## config.mk

```make
export PLATFORM = sky130hd
export DESIGN_NAME = token_scanner_flat
export DESIGN_NICKNAME = d
export VERILOG_FILES = /design/src/sv/tok_pkg.sv /design/src/sv/tok_ifs.sv /design/src/sv/tok_front.sv /design/src/sv/tok_fifo.sv /design/src/sv/tok_back.sv /design/src/sv/token_scanner.sv /design/src/flat_wrapper.sv
export SDC_FILE = /design/constraint.sdc
export NUM_CORES = 1
export LEC_CHECK = 0
export ABC_AREA = 1
export CAP_MARGIN = 25
export CORE_MARGIN = 5
export CORE_UTILIZATION = 44
export DETAILED_ROUTE_END_ITERATION = 8
export DONT_BUFFER_PORTS = 1
export GPL_TIMING_DRIVEN = 0
export PLACE_DENSITY = 0.62
export SETUP_SLACK_MARGIN = 0.3
export SKIP_CTS_REPAIR_TIMING = 1
export SLEW_MARGIN = 0
export SYNTH_ARGS = -nofsm -noshare
export SYNTH_HDL_FRONTEND = slang
export SYNTH_HIERARCHICAL = 1
export SYNTH_SLANG_ARGS = --single-unit
```

## constraint.sdc

```tcl
create_clock -name clk -period 4.5 [get_ports clk]
set_input_delay 0.675 -clock clk [delete_from_list [all_inputs] [get_ports clk]]
set_output_delay 0.675 -clock clk [all_outputs]
set_load 0.02 [all_outputs]
```

## src/sv/tok_pkg.sv

```systemverilog
// Shared types, token kind codes and defaults for the token scanner.
package tok_pkg;

    localparam int CHAR_BITS = 8;
    localparam int KIND_BITS = 5;
    localparam int LEN_BITS  = 16;

    localparam int POSITION_BITS_DEF = 16;
    localparam int FIFO_DEPTH_DEF    = 4;

    typedef logic [KIND_BITS-1:0] tok_kind_t;

    localparam tok_kind_t K_END     = 5'd0;
    localparam tok_kind_t K_ERROR   = 5'd1;
    localparam tok_kind_t K_DOT     = 5'd2;
    localparam tok_kind_t K_COMMA   = 5'd3;
    localparam tok_kind_t K_SEMI    = 5'd4;
    localparam tok_kind_t K_MINUS   = 5'd5;
    localparam tok_kind_t K_PLUS    = 5'd6;
    localparam tok_kind_t K_STAR    = 5'd7;
    localparam tok_kind_t K_SLASH   = 5'd8;
    localparam tok_kind_t K_LBRACE  = 5'd9;
    localparam tok_kind_t K_RBRACE  = 5'd10;
    localparam tok_kind_t K_LPAREN  = 5'd11;
    localparam tok_kind_t K_RPAREN  = 5'd12;
    localparam tok_kind_t K_BANG    = 5'd13;
    localparam tok_kind_t K_EQUAL   = 5'd15;
    localparam tok_kind_t K_LESS    = 5'd17;
    localparam tok_kind_t K_GREATER = 5'd19;
    localparam tok_kind_t K_AND     = 5'd21;
    localparam tok_kind_t K_OR      = 5'd22;
    localparam tok_kind_t K_STRING  = 5'd23;
    localparam tok_kind_t K_NUMBER  = 5'd24;
    localparam tok_kind_t K_IDENT   = 5'd25;

    // Character class of one source byte, decided in the front end.
    typedef struct packed {
        logic      is_zero;
        logic      is_space;
        logic      is_quote;
        logic      is_digit;
        logic      is_word;     // letter, digit or underscore
        logic      is_start;    // letter or underscore
        logic      is_eq;
        logic      is_amp;
        logic      is_bar;
        tok_kind_t single_kind; // zero when not a one-char token
        tok_kind_t pend_kind;   // zero when not a maybe-two-char operator
    } tok_class_t;

    // One classified byte queued for the back end.
    typedef struct packed {
        tok_class_t          cls;
        logic [LEN_BITS-1:0] pos;
    } tok_entry_t;

    typedef struct packed {
        tok_kind_t           kind;
        logic [LEN_BITS-1:0] start;
        logic [LEN_BITS-1:0] length;
    } tok_t;

    // Queue status seen by the front end, the back end and the top level.
    typedef struct packed {
        logic full;
        logic empty;
    } tok_fifo_stat_t;

endpackage

```

## src/sv/tok_ifs.sv

```systemverilog
// Valid/ready channels for source bytes and tokens.
interface tok_char_if import tok_pkg::*; ();
    logic                 valid;
    logic                 ready;
    logic [CHAR_BITS-1:0] text_byte;

    modport source (output valid, output text_byte, input ready);
    modport sink   (input valid, input text_byte, output ready);
endinterface

interface tok_token_if import tok_pkg::*; ();
    logic                 valid;
    logic                 ready;
    logic [KIND_BITS-1:0] token_kind;
    logic [LEN_BITS-1:0]  token_start;
    logic [LEN_BITS-1:0]  token_length;
    logic                 last_of_run;

    modport source (output valid, output token_kind, output token_start,
                    output token_length, output last_of_run, input ready);
    modport sink   (input valid, input token_kind, input token_start,
                    input token_length, input last_of_run, output ready);
endinterface

```

## src/sv/tok_front.sv

```systemverilog
// Front end: accepts source bytes, classifies them and tracks the byte offset.
module tok_front import tok_pkg::*; #(
    parameter int POSITION_BITS = POSITION_BITS_DEF
) (
    input  logic           clk,
    input  logic           rst_n,
    tok_char_if.sink       chars,
    input  tok_fifo_stat_t fifo_stat,
    output logic           push,
    output tok_entry_t     push_entry
);

    localparam logic [POSITION_BITS-1:0] POS_MAX = '1;

    logic [POSITION_BITS-1:0] pos_reg;
    logic [POSITION_BITS-1:0] pos_next;

    function automatic tok_class_t classify(input logic [CHAR_BITS-1:0] c);
        tok_class_t r;
        logic       digit;
        logic       alpha;
        r           = '0;
        digit       = (c >= "0") && (c <= "9");
        alpha       = ((c >= "a") && (c <= "z")) || ((c >= "A") && (c <= "Z"));
        r.is_zero   = (c == 8'h00);
        r.is_space  = (c == " ") || ((c >= 8'h09) && (c <= 8'h0D));
        r.is_quote  = (c == "\"");
        r.is_digit  = digit;
        r.is_start  = alpha || (c == "_");
        r.is_word   = alpha || digit || (c == "_");
        r.is_eq     = (c == "=");
        r.is_amp    = (c == "&");
        r.is_bar    = (c == "|");
        unique case (c)
            ".":     r.single_kind = K_DOT;
            ",":     r.single_kind = K_COMMA;
            ";":     r.single_kind = K_SEMI;
            "-":     r.single_kind = K_MINUS;
            "+":     r.single_kind = K_PLUS;
            "*":     r.single_kind = K_STAR;
            "/":     r.single_kind = K_SLASH;
            "{":     r.single_kind = K_LBRACE;
            "}":     r.single_kind = K_RBRACE;
            "(":     r.single_kind = K_LPAREN;
            ")":     r.single_kind = K_RPAREN;
            default: r.single_kind = K_END;
        endcase
        unique case (c)
            "!":     r.pend_kind = K_BANG;
            "=":     r.pend_kind = K_EQUAL;
            "<":     r.pend_kind = K_LESS;
            ">":     r.pend_kind = K_GREATER;
            "&":     r.pend_kind = K_AND;
            "|":     r.pend_kind = K_OR;
            default: r.pend_kind = K_END;
        endcase
        return r;
    endfunction

    assign chars.ready = !fifo_stat.full;
    assign push        = chars.valid && !fifo_stat.full;

    always_comb
    begin
        push_entry.cls = classify(chars.text_byte);
        push_entry.pos = LEN_BITS'(pos_reg);
    end

    // Zero byte ends the text and restarts the offset; otherwise saturate.
    always_comb
    begin
        pos_next = pos_reg;
        if (push_entry.cls.is_zero)
        begin
            pos_next = '0;
        end
        else if (pos_reg != POS_MAX)
        begin
            pos_next = pos_reg + 1'b1;
        end
    end

    always_ff @(posedge clk or negedge rst_n)
    begin
        if (!rst_n)
        begin
            pos_reg <= '0;
        end
        else if (push)
        begin
            pos_reg <= pos_next;
        end
    end

endmodule

```

## src/sv/tok_fifo.sv

```systemverilog
// Short queue of classified bytes between front and back end.
module tok_fifo import tok_pkg::*; #(
    parameter int DEPTH = FIFO_DEPTH_DEF
) (
    input  logic           clk,
    input  logic           rst_n,
    input  logic           push,
    input  tok_entry_t     push_entry,
    input  logic           pop,
    output tok_entry_t     head,
    output tok_fifo_stat_t stat
);

    localparam int PTR_BITS = (DEPTH > 1) ? $clog2(DEPTH) : 1;
    localparam int CNT_BITS = $clog2(DEPTH + 1);
    localparam logic [PTR_BITS-1:0] LAST_PTR = PTR_BITS'(DEPTH - 1);
    localparam logic [CNT_BITS-1:0] FULL_CNT = CNT_BITS'(DEPTH);

    tok_entry_t          mem_reg [DEPTH];
    logic [PTR_BITS-1:0] wr_ptr_reg;
    logic [PTR_BITS-1:0] rd_ptr_reg;
    logic [CNT_BITS-1:0] count_reg;

    assign head       = mem_reg[rd_ptr_reg];
    assign stat.full  = (count_reg == FULL_CNT);
    assign stat.empty = (count_reg == '0);

    always_ff @(posedge clk)
    begin
        if (push)
        begin
            mem_reg[wr_ptr_reg] <= push_entry;
        end
    end

    always_ff @(posedge clk or negedge rst_n)
    begin
        if (!rst_n)
        begin
            wr_ptr_reg <= '0;
            rd_ptr_reg <= '0;
            count_reg  <= '0;
        end
        else
        begin
            if (push)
            begin
                wr_ptr_reg <= (wr_ptr_reg == LAST_PTR) ? '0 : wr_ptr_reg + 1'b1;
            end
            if (pop)
            begin
                rd_ptr_reg <= (rd_ptr_reg == LAST_PTR) ? '0 : rd_ptr_reg + 1'b1;
            end
            if (push && !pop)
            begin
                count_reg <= count_reg + 1'b1;
            end
            else if (pop && !push)
            begin
                count_reg <= count_reg - 1'b1;
            end
        end
    end

endmodule

```

## src/sv/tok_back.sv

```systemverilog
// Back end: scan state machine and token output register.
module tok_back import tok_pkg::*; (
    input  logic           clk,
    input  logic           rst_n,
    input  tok_entry_t     head,
    input  tok_fifo_stat_t fifo_stat,
    output logic           pop,
    tok_token_if.source    tokens
);

    typedef enum logic [2:0] {
        MODE_IDLE   = 3'd0,
        MODE_PEND   = 3'd1,
        MODE_STRING = 3'd2,
        MODE_NUMBER = 3'd3,
        MODE_IDENT  = 3'd4,
        MODE_HALT   = 3'd5
    } mode_t;

    localparam logic [LEN_BITS-1:0] LEN_MAX = '1;

    mode_t               mode_reg,  mode_next;
    logic [LEN_BITS-1:0] begin_reg, begin_next;
    logic [LEN_BITS-1:0] count_reg, count_next;
    tok_kind_t           pend_reg,  pend_next;
    logic                phase_reg;
    logic                out_valid_reg;
    tok_t                out_tok_reg;
    logic                out_last_reg;

    tok_class_t          cls;
    logic                head_valid;
    logic                scan_fresh;
    logic                emit_a, emit_b;
    tok_t                tok_a, tok_b;
    logic [1:0]          n_tok;
    logic [LEN_BITS-1:0] cnt_inc;
    logic                slot_free;
    logic                split_first;
    logic                load;

    assign cls        = head.cls;
    assign head_valid = !fifo_stat.empty;
    assign cnt_inc    = (count_reg == LEN_MAX) ? count_reg : count_reg + 1'b1;

    always_comb
    begin
        mode_next  = mode_reg;
        begin_next = begin_reg;
        count_next = count_reg;
        pend_next  = pend_reg;
        emit_a     = 1'b0;
        emit_b     = 1'b0;
        tok_a      = '0;
        tok_b      = '0;
        scan_fresh = 1'b0;

        // Token closed (or continued) by this byte in the current mode.
        unique case (mode_reg)
            MODE_PEND:
            begin
                if (pend_reg == K_AND || pend_reg == K_OR)
                begin
                    emit_a = 1'b1;
                    if ((pend_reg == K_AND) ? cls.is_amp : cls.is_bar)
                    begin
                        tok_a     = '{kind: pend_reg, start: begin_reg, length: LEN_BITS'(2)};
                        mode_next = MODE_IDLE;
                    end
                    else
                    begin
                        // lone & or |: error, and the byte is swallowed
                        tok_a     = '{kind: K_ERROR, start: begin_reg, length: LEN_BITS'(1)};
                        mode_next = MODE_HALT;
                    end
                end
                else if (cls.is_eq)
                begin
                    emit_a    = 1'b1;
                    tok_a     = '{kind: pend_reg + 1'b1, start: begin_reg,
                                  length: LEN_BITS'(2)};
                    mode_next = MODE_IDLE;
                end
                else
                begin
                    emit_a     = 1'b1;
                    tok_a      = '{kind: pend_reg, start: begin_reg, length: LEN_BITS'(1)};
                    mode_next  = MODE_IDLE;
                    scan_fresh = 1'b1;
                end
            end
            MODE_STRING:
            begin
                count_next = cnt_inc;
                if (cls.is_quote)
                begin
                    emit_a    = 1'b1;
                    tok_a     = '{kind: K_STRING, start: begin_reg, length: cnt_inc};
                    mode_next = MODE_IDLE;
                end
                else if (cls.is_zero)
                begin
                    emit_a = 1'b1;
                    tok_a  = '{kind: K_END, start: begin_reg, length: '0};
                end
            end
            MODE_NUMBER:
            begin
                if (cls.is_digit)
                begin
                    count_next = cnt_inc;
                end
                else
                begin
                    emit_a     = 1'b1;
                    tok_a      = '{kind: K_NUMBER, start: begin_reg, length: count_reg};
                    mode_next  = MODE_IDLE;
                    scan_fresh = 1'b1;
                end
            end
            MODE_IDENT:
            begin
                if (cls.is_word)
                begin
                    count_next = cnt_inc;
                end
                else
                begin
                    emit_a     = 1'b1;
                    tok_a      = '{kind: K_IDENT, start: begin_reg, length: count_reg};
                    mode_next  = MODE_IDLE;
                    scan_fresh = 1'b1;
                end
            end
            MODE_HALT:
            begin
                mode_next = MODE_HALT;
            end
            default:
            begin
                mode_next  = MODE_IDLE;
                scan_fresh = 1'b1;
            end
        endcase

        // Byte scanned from idle.
        if (scan_fresh)
        begin
            priority if (cls.is_zero)
            begin
                emit_b = 1'b1;
                tok_b  = '{kind: K_END, start: head.pos, length: '0};
            end
            else if (cls.is_space)
            begin
                emit_b = 1'b0;
            end
            else if (cls.single_kind != K_END)
            begin
                emit_b = 1'b1;
                tok_b  = '{kind: cls.single_kind, start: head.pos, length: LEN_BITS'(1)};
            end
            else if (cls.pend_kind != K_END)
            begin
                mode_next  = MODE_PEND;
                pend_next  = cls.pend_kind;
                begin_next = head.pos;
            end
            else
            begin
                begin_next = head.pos;
                count_next = LEN_BITS'(1);
                priority if (cls.is_quote)
                begin
                    mode_next = MODE_STRING;
                end
                else if (cls.is_digit)
                begin
                    mode_next = MODE_NUMBER;
                end
                else if (cls.is_start)
                begin
                    mode_next = MODE_IDENT;
                end
                else
                begin
                    emit_b    = 1'b1;
                    tok_b     = '{kind: K_ERROR, start: head.pos, length: LEN_BITS'(1)};
                    mode_next = MODE_HALT;
                end
            end
        end

        // End of text restores everything to the reset state.
        if (cls.is_zero)
        begin
            mode_next  = MODE_IDLE;
            begin_next = '0;
            count_next = '0;
            pend_next  = K_END;
        end
    end

    assign n_tok       = {1'b0, emit_a} + {1'b0, emit_b};
    assign slot_free   = !out_valid_reg || tokens.ready;
    assign split_first = (n_tok == 2'd2) && !phase_reg;
    assign load        = head_valid && (n_tok != 2'd0) && slot_free;
    assign pop         = head_valid && ((n_tok == 2'd0) || (slot_free && !split_first));

    assign tokens.valid        = out_valid_reg;
    assign tokens.token_kind   = out_tok_reg.kind;
    assign tokens.token_start  = out_tok_reg.start;
    assign tokens.token_length = out_tok_reg.length;
    assign tokens.last_of_run  = out_last_reg;

    always_ff @(posedge clk or negedge rst_n)
    begin
        if (!rst_n)
        begin
            mode_reg      <= MODE_IDLE;
            begin_reg     <= '0;
            count_reg     <= '0;
            pend_reg      <= K_END;
            phase_reg     <= 1'b0;
            out_valid_reg <= 1'b0;
            out_tok_reg   <= '0;
            out_last_reg  <= 1'b0;
        end
        else
        begin
            if (pop)
            begin
                mode_reg  <= mode_next;
                begin_reg <= begin_next;
                count_reg <= count_next;
                pend_reg  <= pend_next;
                phase_reg <= 1'b0;
            end
            else if (load && split_first)
            begin
                phase_reg <= 1'b1;
            end

            if (load)
            begin
                out_valid_reg <= 1'b1;
                out_last_reg  <= !split_first;
                if (phase_reg)
                begin
                    out_tok_reg <= tok_b;
                end
                else
                begin
                    out_tok_reg <= emit_a ? tok_a : tok_b;
                end
            end
            else if (tokens.ready)
            begin
                out_valid_reg <= 1'b0;
            end
        end
    end

endmodule

```

## src/sv/token_scanner.sv

```systemverilog
// Byte-serial lexical scanner. Source text arrives on "chars" one byte per
// request, a zero byte ending the text; tokens leave on "tokens" as kind,
// start offset (low 16 bits), saturating length and a last_of_run flag that
// marks the final token a byte caused. Throughput is one byte per cycle
// while the output does not stall: the front end classifies a byte and
// queues it in the same cycle it is accepted, and the back end's scan
// state machine retires one queued byte per cycle. A byte that both closes
// a pending token and produces one of its own (for instance the '+' in
// "x+") yields two tokens and holds the back end until both are loaded,
// since the single output register takes one token per cycle; the byte
// queue (FIFO_DEPTH entries) absorbs these bursts and output stalls. Words
// are reported as identifiers; keywords are not distinguished. After an
// error token the scanner ignores input until the zero byte, which
// restarts the offset at zero.
module token_scanner import tok_pkg::*; #(
    parameter int POSITION_BITS = POSITION_BITS_DEF,
    parameter int FIFO_DEPTH    = FIFO_DEPTH_DEF
) (
    input  logic        clk,
    input  logic        rst_n,
    tok_char_if.sink    chars,
    tok_token_if.source tokens
);

    logic           push;
    logic           pop;
    tok_entry_t     push_entry;
    tok_entry_t     head;
    tok_fifo_stat_t fifo_stat;

    // classify and stamp offset
    tok_front #(
        .POSITION_BITS (POSITION_BITS)
    ) u_front (
        .clk        (clk),
        .rst_n      (rst_n),
        .chars      (chars),
        .fifo_stat  (fifo_stat),
        .push       (push),
        .push_entry (push_entry)
    );

    // decouples front from the scan state machine
    tok_fifo #(
        .DEPTH (FIFO_DEPTH)
    ) u_fifo (
        .clk        (clk),
        .rst_n      (rst_n),
        .push       (push),
        .push_entry (push_entry),
        .pop        (pop),
        .head       (head),
        .stat       (fifo_stat)
    );

    // scan state, up to two tokens per byte
    tok_back u_back (
        .clk       (clk),
        .rst_n     (rst_n),
        .head      (head),
        .fifo_stat (fifo_stat),
        .pop       (pop),
        .tokens    (tokens)
    );

`ifndef NO_ASSERTIONS
    // full queue must back-pressure the byte source
    a_full_stalls: assert property (@(posedge clk) disable iff (!rst_n)
        fifo_stat.full |-> !chars.ready)
        else $error("byte accepted while queue full");

    // a pop always needs a queued byte
    a_pop_nonempty: assert property (@(posedge clk) disable iff (!rst_n)
        pop |-> !fifo_stat.empty)
        else $error("pop from empty queue");

    // end tokens carry zero length, error tokens length one
    a_end_len: assert property (@(posedge clk) disable iff (!rst_n)
        tokens.valid && (tokens.token_kind == K_END) |-> (tokens.token_length == '0))
        else $error("end token with nonzero length");

    a_err_len: assert property (@(posedge clk) disable iff (!rst_n)
        tokens.valid && (tokens.token_kind == K_ERROR) |->
            (tokens.token_length == LEN_BITS'(1)) && tokens.last_of_run)
        else $error("malformed error token");
`endif

endmodule

```

## src/flat_wrapper.sv

```systemverilog
// flat-port wrapper written by rule: the top's interface ports become plain ports
module token_scanner_flat import tok_pkg::*;
#(
    parameter int POSITION_BITS = POSITION_BITS_DEF,
    parameter int FIFO_DEPTH    = FIFO_DEPTH_DEF
)
  (clk, rst_n, chars_valid, chars_text_byte, chars_ready, tokens_valid, tokens_token_kind, tokens_token_start, tokens_token_length, tokens_last_of_run, tokens_ready);
  tok_char_if chars_i ();
  tok_token_if tokens_i ();
  input  logic clk;
  input  logic rst_n;
  input wire logic [$bits(chars_i.valid)-1:0] chars_valid;
  input wire logic [$bits(chars_i.text_byte)-1:0] chars_text_byte;
  output wire logic [$bits(chars_i.ready)-1:0] chars_ready;
  output wire logic [$bits(tokens_i.valid)-1:0] tokens_valid;
  output wire logic [$bits(tokens_i.token_kind)-1:0] tokens_token_kind;
  output wire logic [$bits(tokens_i.token_start)-1:0] tokens_token_start;
  output wire logic [$bits(tokens_i.token_length)-1:0] tokens_token_length;
  output wire logic [$bits(tokens_i.last_of_run)-1:0] tokens_last_of_run;
  input wire logic [$bits(tokens_i.ready)-1:0] tokens_ready;
  assign chars_i.valid = chars_valid;
  assign chars_i.text_byte = chars_text_byte;
  assign chars_ready = chars_i.ready;
  assign tokens_valid = tokens_i.valid;
  assign tokens_token_kind = tokens_i.token_kind;
  assign tokens_token_start = tokens_i.token_start;
  assign tokens_token_length = tokens_i.token_length;
  assign tokens_last_of_run = tokens_i.last_of_run;
  assign tokens_i.ready = tokens_ready;
  token_scanner #(.POSITION_BITS(POSITION_BITS), .FIFO_DEPTH(FIFO_DEPTH)) u_core (.clk(clk), .rst_n(rst_n), .chars(chars_i), .tokens(tokens_i));
endmodule
```

==> results.cfg <==
[status]
outcome = completed

[timing]
period_needed_ns = 3.78
slew_viol_final = 0
hold_viol = 0
report.final.setup_viol = 0
rsz0062_at_grt = no
worst_pin_slew_ns = 0.896
tns_ns = 0
fin_skew_ns = 0.0147
hold_ws_ns = 0.0554
max_freq_ghz = 0.264
fin_crit_sh_pct = 84.1
slew-limit-headroom_pct = 40.1

[layout]
nets = 1557
largest_reg_flops = 140
drive_above_1_share_pct = 9.98
n_fill_cell = 2684
antenna-diode-count = 0
stdcell_count = 1937
area.growth.synth_to_final_pct = 11.3
stdcell_area_um2 = 14200

[worst_setup_path]
startpoint_type = register
crit_top_cell = nand2_1
slowest_delay_ns = 0.41
cp_max_fo = 13
crit_start = u_core/u_fifo/rd_ptr_reg[1]
worst_r2r_path_depth = 20
r2r_start = u_core/u_fifo/rd_ptr_reg[1]
arrival_ns = 4.21
cp.required_ns = 4.93
criticalPathCategory = register to register
worstPathCellList = buf_2, inv_4, buf_2, o211ai_1, nand2_1, inv_1, nand3_4, nand2_4, inv_2, nand3_4, nand3_1, nand2_1, a21oi_4, buf_6, inv_1, ha_1, inv_1, fa_1, nand2_1, nand2_1
timing.rr.end = u_core/u_fifo/count_reg[1]
crit_path_end_kind = register
cp_slowest_cell = fa_1
r2r_setup_slack_ns = 0.72

[synth]
async_flop_share_pct = 42.4
yosys.area.top_type_share_pct = 33.0
yosysSeqAreaShare_pct = 53.2
netlist-cell-type-count = 44
synth_edf_count = 140
synthTopCellsByArea = edfxtp_1 (33%), dfrtp_1 (20%), nand2_1 (18%), inv_1 (5.5%), o211ai_1 (4.4%)
yosys_warnings = 6
synth_common_cells = nand2_1 (596), inv_1 (187), edfxtp_1 (140), dfrtp_1 (103), o211ai_1 (75)
yosysTopAreaCell = edfxtp_1
yosysMostFrequentCell = nand2_1
syn_nets = 1527
synth_seq_cells = 243
synth_area_um2 = 12700
ys.flop_type = edfxtp_1
avgSynthCellArea_um2 = 8.48
syn-instance-count = 1503

[clock_tree]
clock_path_buffers = 3
cts_tree = yes
htreeDepth = 1
cts_root_buffer = clkbuf_16
clock_insertion_delay_worst_skew_ns = 0.54
cts_buffers = 26
clk_pin_slew_ns = 0.06
clock_sinks = 243

[power_and_ir_drop]
peakVddDrop_v = 0.000358
total_power_mw = 9.62
p_sw_share_pct = 42.5
p_clk_share_pct = 23.8
pwr-share-comb_pct = 41.4
power_frac_seq_pct = 34.8
p_leak_nw = 6.67
powerDensity_nw_per_um2 = 678
switchingPower_mw = 4.08
cellInternalPower_mw = 5.53

[place]
gp_congestion = 0.928
post_dp_cell_area_um2 = 13200
dp.cells = 1888
dp_hpwl_um = 22200
port_buffers = 0

[routing]
via_per_inst = 5.17
drt_wl_total_um = 32000
firstDrtPassIters = 5
wl_per_cell_um = 16.5
antenna_left = 0
drc = 0
via_count = 10000
drt-initial-drc-count = 745

[global_routing]
grt_usage_pct = 19.5
grt_max_degree = 104
first_global_vias = 9523
antenna_found_initial = 0
grt_overflow = 0
grt_pass1_wl_um = 52000

[flow_run]
maxCapViolations = 0

[die]
design.core.area_um2 = 28600
die_h_um = 180
initial_core_util_pct = 44.5
io_pins = 52
fp.dieW_um = 180
row_count = 62
dieArea_um2 = 32500

[hold_path]
hp-class = primary input to async pin
through the flow:
step	utilization (%)	setup slack (ns)
2_1_floorplan	-	1.46
3_3_place_gp	46.2	0.751
3_5_place_dp	46.2	0.704
4_1_cts	49.5	0.703
5_1_grt	49.6	0.454
6_report	49.6	0.716
routing by layer:
layer	track usage (%)	routed length (µm)	up-vias
li1	-	-	4916
met1	28.3	14800	4781
met2	30.6	14400	271
met3	2.95	1830	51
met4	5.63	1010	0
met5	0	0	-
cell usage in the layout (no fill, tap or decap), types with 16 or more instances in the layout:
cell | netlist | final
nand4_1 | 17 | 17
edfxtp_1 | 140 | 140
nand2_2 | 17 | 17
a21oi_1 | 16 | 16
o21ai_0 | 48 | 48
inv_1 | 187 | 183
clkbuf_16 | 0 | 26
o211ai_1 | 75 | 75
dfrtp_1 | 103 | 103
nor2_1 | 72 | 72
buf_2 | 17 | 18
nand3_1 | 66 | 66
nand2_1 | 596 | 596
worst max path at each step:
stage,endpoint,slack (ns),depth (start not counted)
floorplan,u_core/u_fifo/count_reg[1],1.46,21
CTS,u_core/u_fifo/count_reg[1],0.70,20
global route,u_core/u_fifo/count_reg[1],0.45,20
global placement,u_core/u_fifo/count_reg[1],0.75,20
detailed placement,u_core/u_fifo/count_reg[1],0.70,20
finish,u_core/u_fifo/count_reg[1],0.72,20
kinds of logic after synthesis:
group | Yosys count | synth area share, %
and+or+nand+nor | 806 | 26.6
adders and majority gates | 12 | 1.24
DFF | 243 | 53.2
xor gates and xnor gates | 20 | 1.37
other | 1 | 0.0294
AOI/OAI and AO/OA | 176 | 9.04
buffers and inverters | 245 | 8.56
critical path, delay by kind of cell (launching register included):
kind | cells | cell delay, ns
buffers and inverters | 8 | 1.25
AND/OR/NAND/NOR | 8 | 0.97
flip-flops | 1 | 0.38
adder cells (fa/ha/maj) | 2 | 0.61
AO/OA/AOI/OAI | 2 | 0.46
power groups by stage:
stage / combinational [mW] / clock, mW / sequential [mW]
after floorplan: 2.89 / 0 / 3.28
after global placement: 3.91 / 0 / 3.37
after detailed placement: 3.97 / 0 / 3.38
after CTS: 3.97 / 2.34 / 3.34
after global routing: 4.48 / 2.44 / 3.40
final: 3.99 / 2.29 / 3.34
area by class of cell:
| cell class | instances | area, µm² | area share, % |
|---|---|---|---|
| repair buffers | 2 | 32.5 | 0.229 |
| multi-input cells | 1015 | 4870 | 34.4 |
| plain buffers | 51 | 360 | 2.54 |
| well taps | 384 | 480 | 3.39 |
| inverters | 194 | 731 | 5.15 |
| clock buffers | 35 | 714 | 5.04 |
| flip-flops and latches | 243 | 6780 | 47.8 |
| clock inverters | 13 | 211 | 1.49 |
Note: power is estimated with default switching activity, not from simulation.
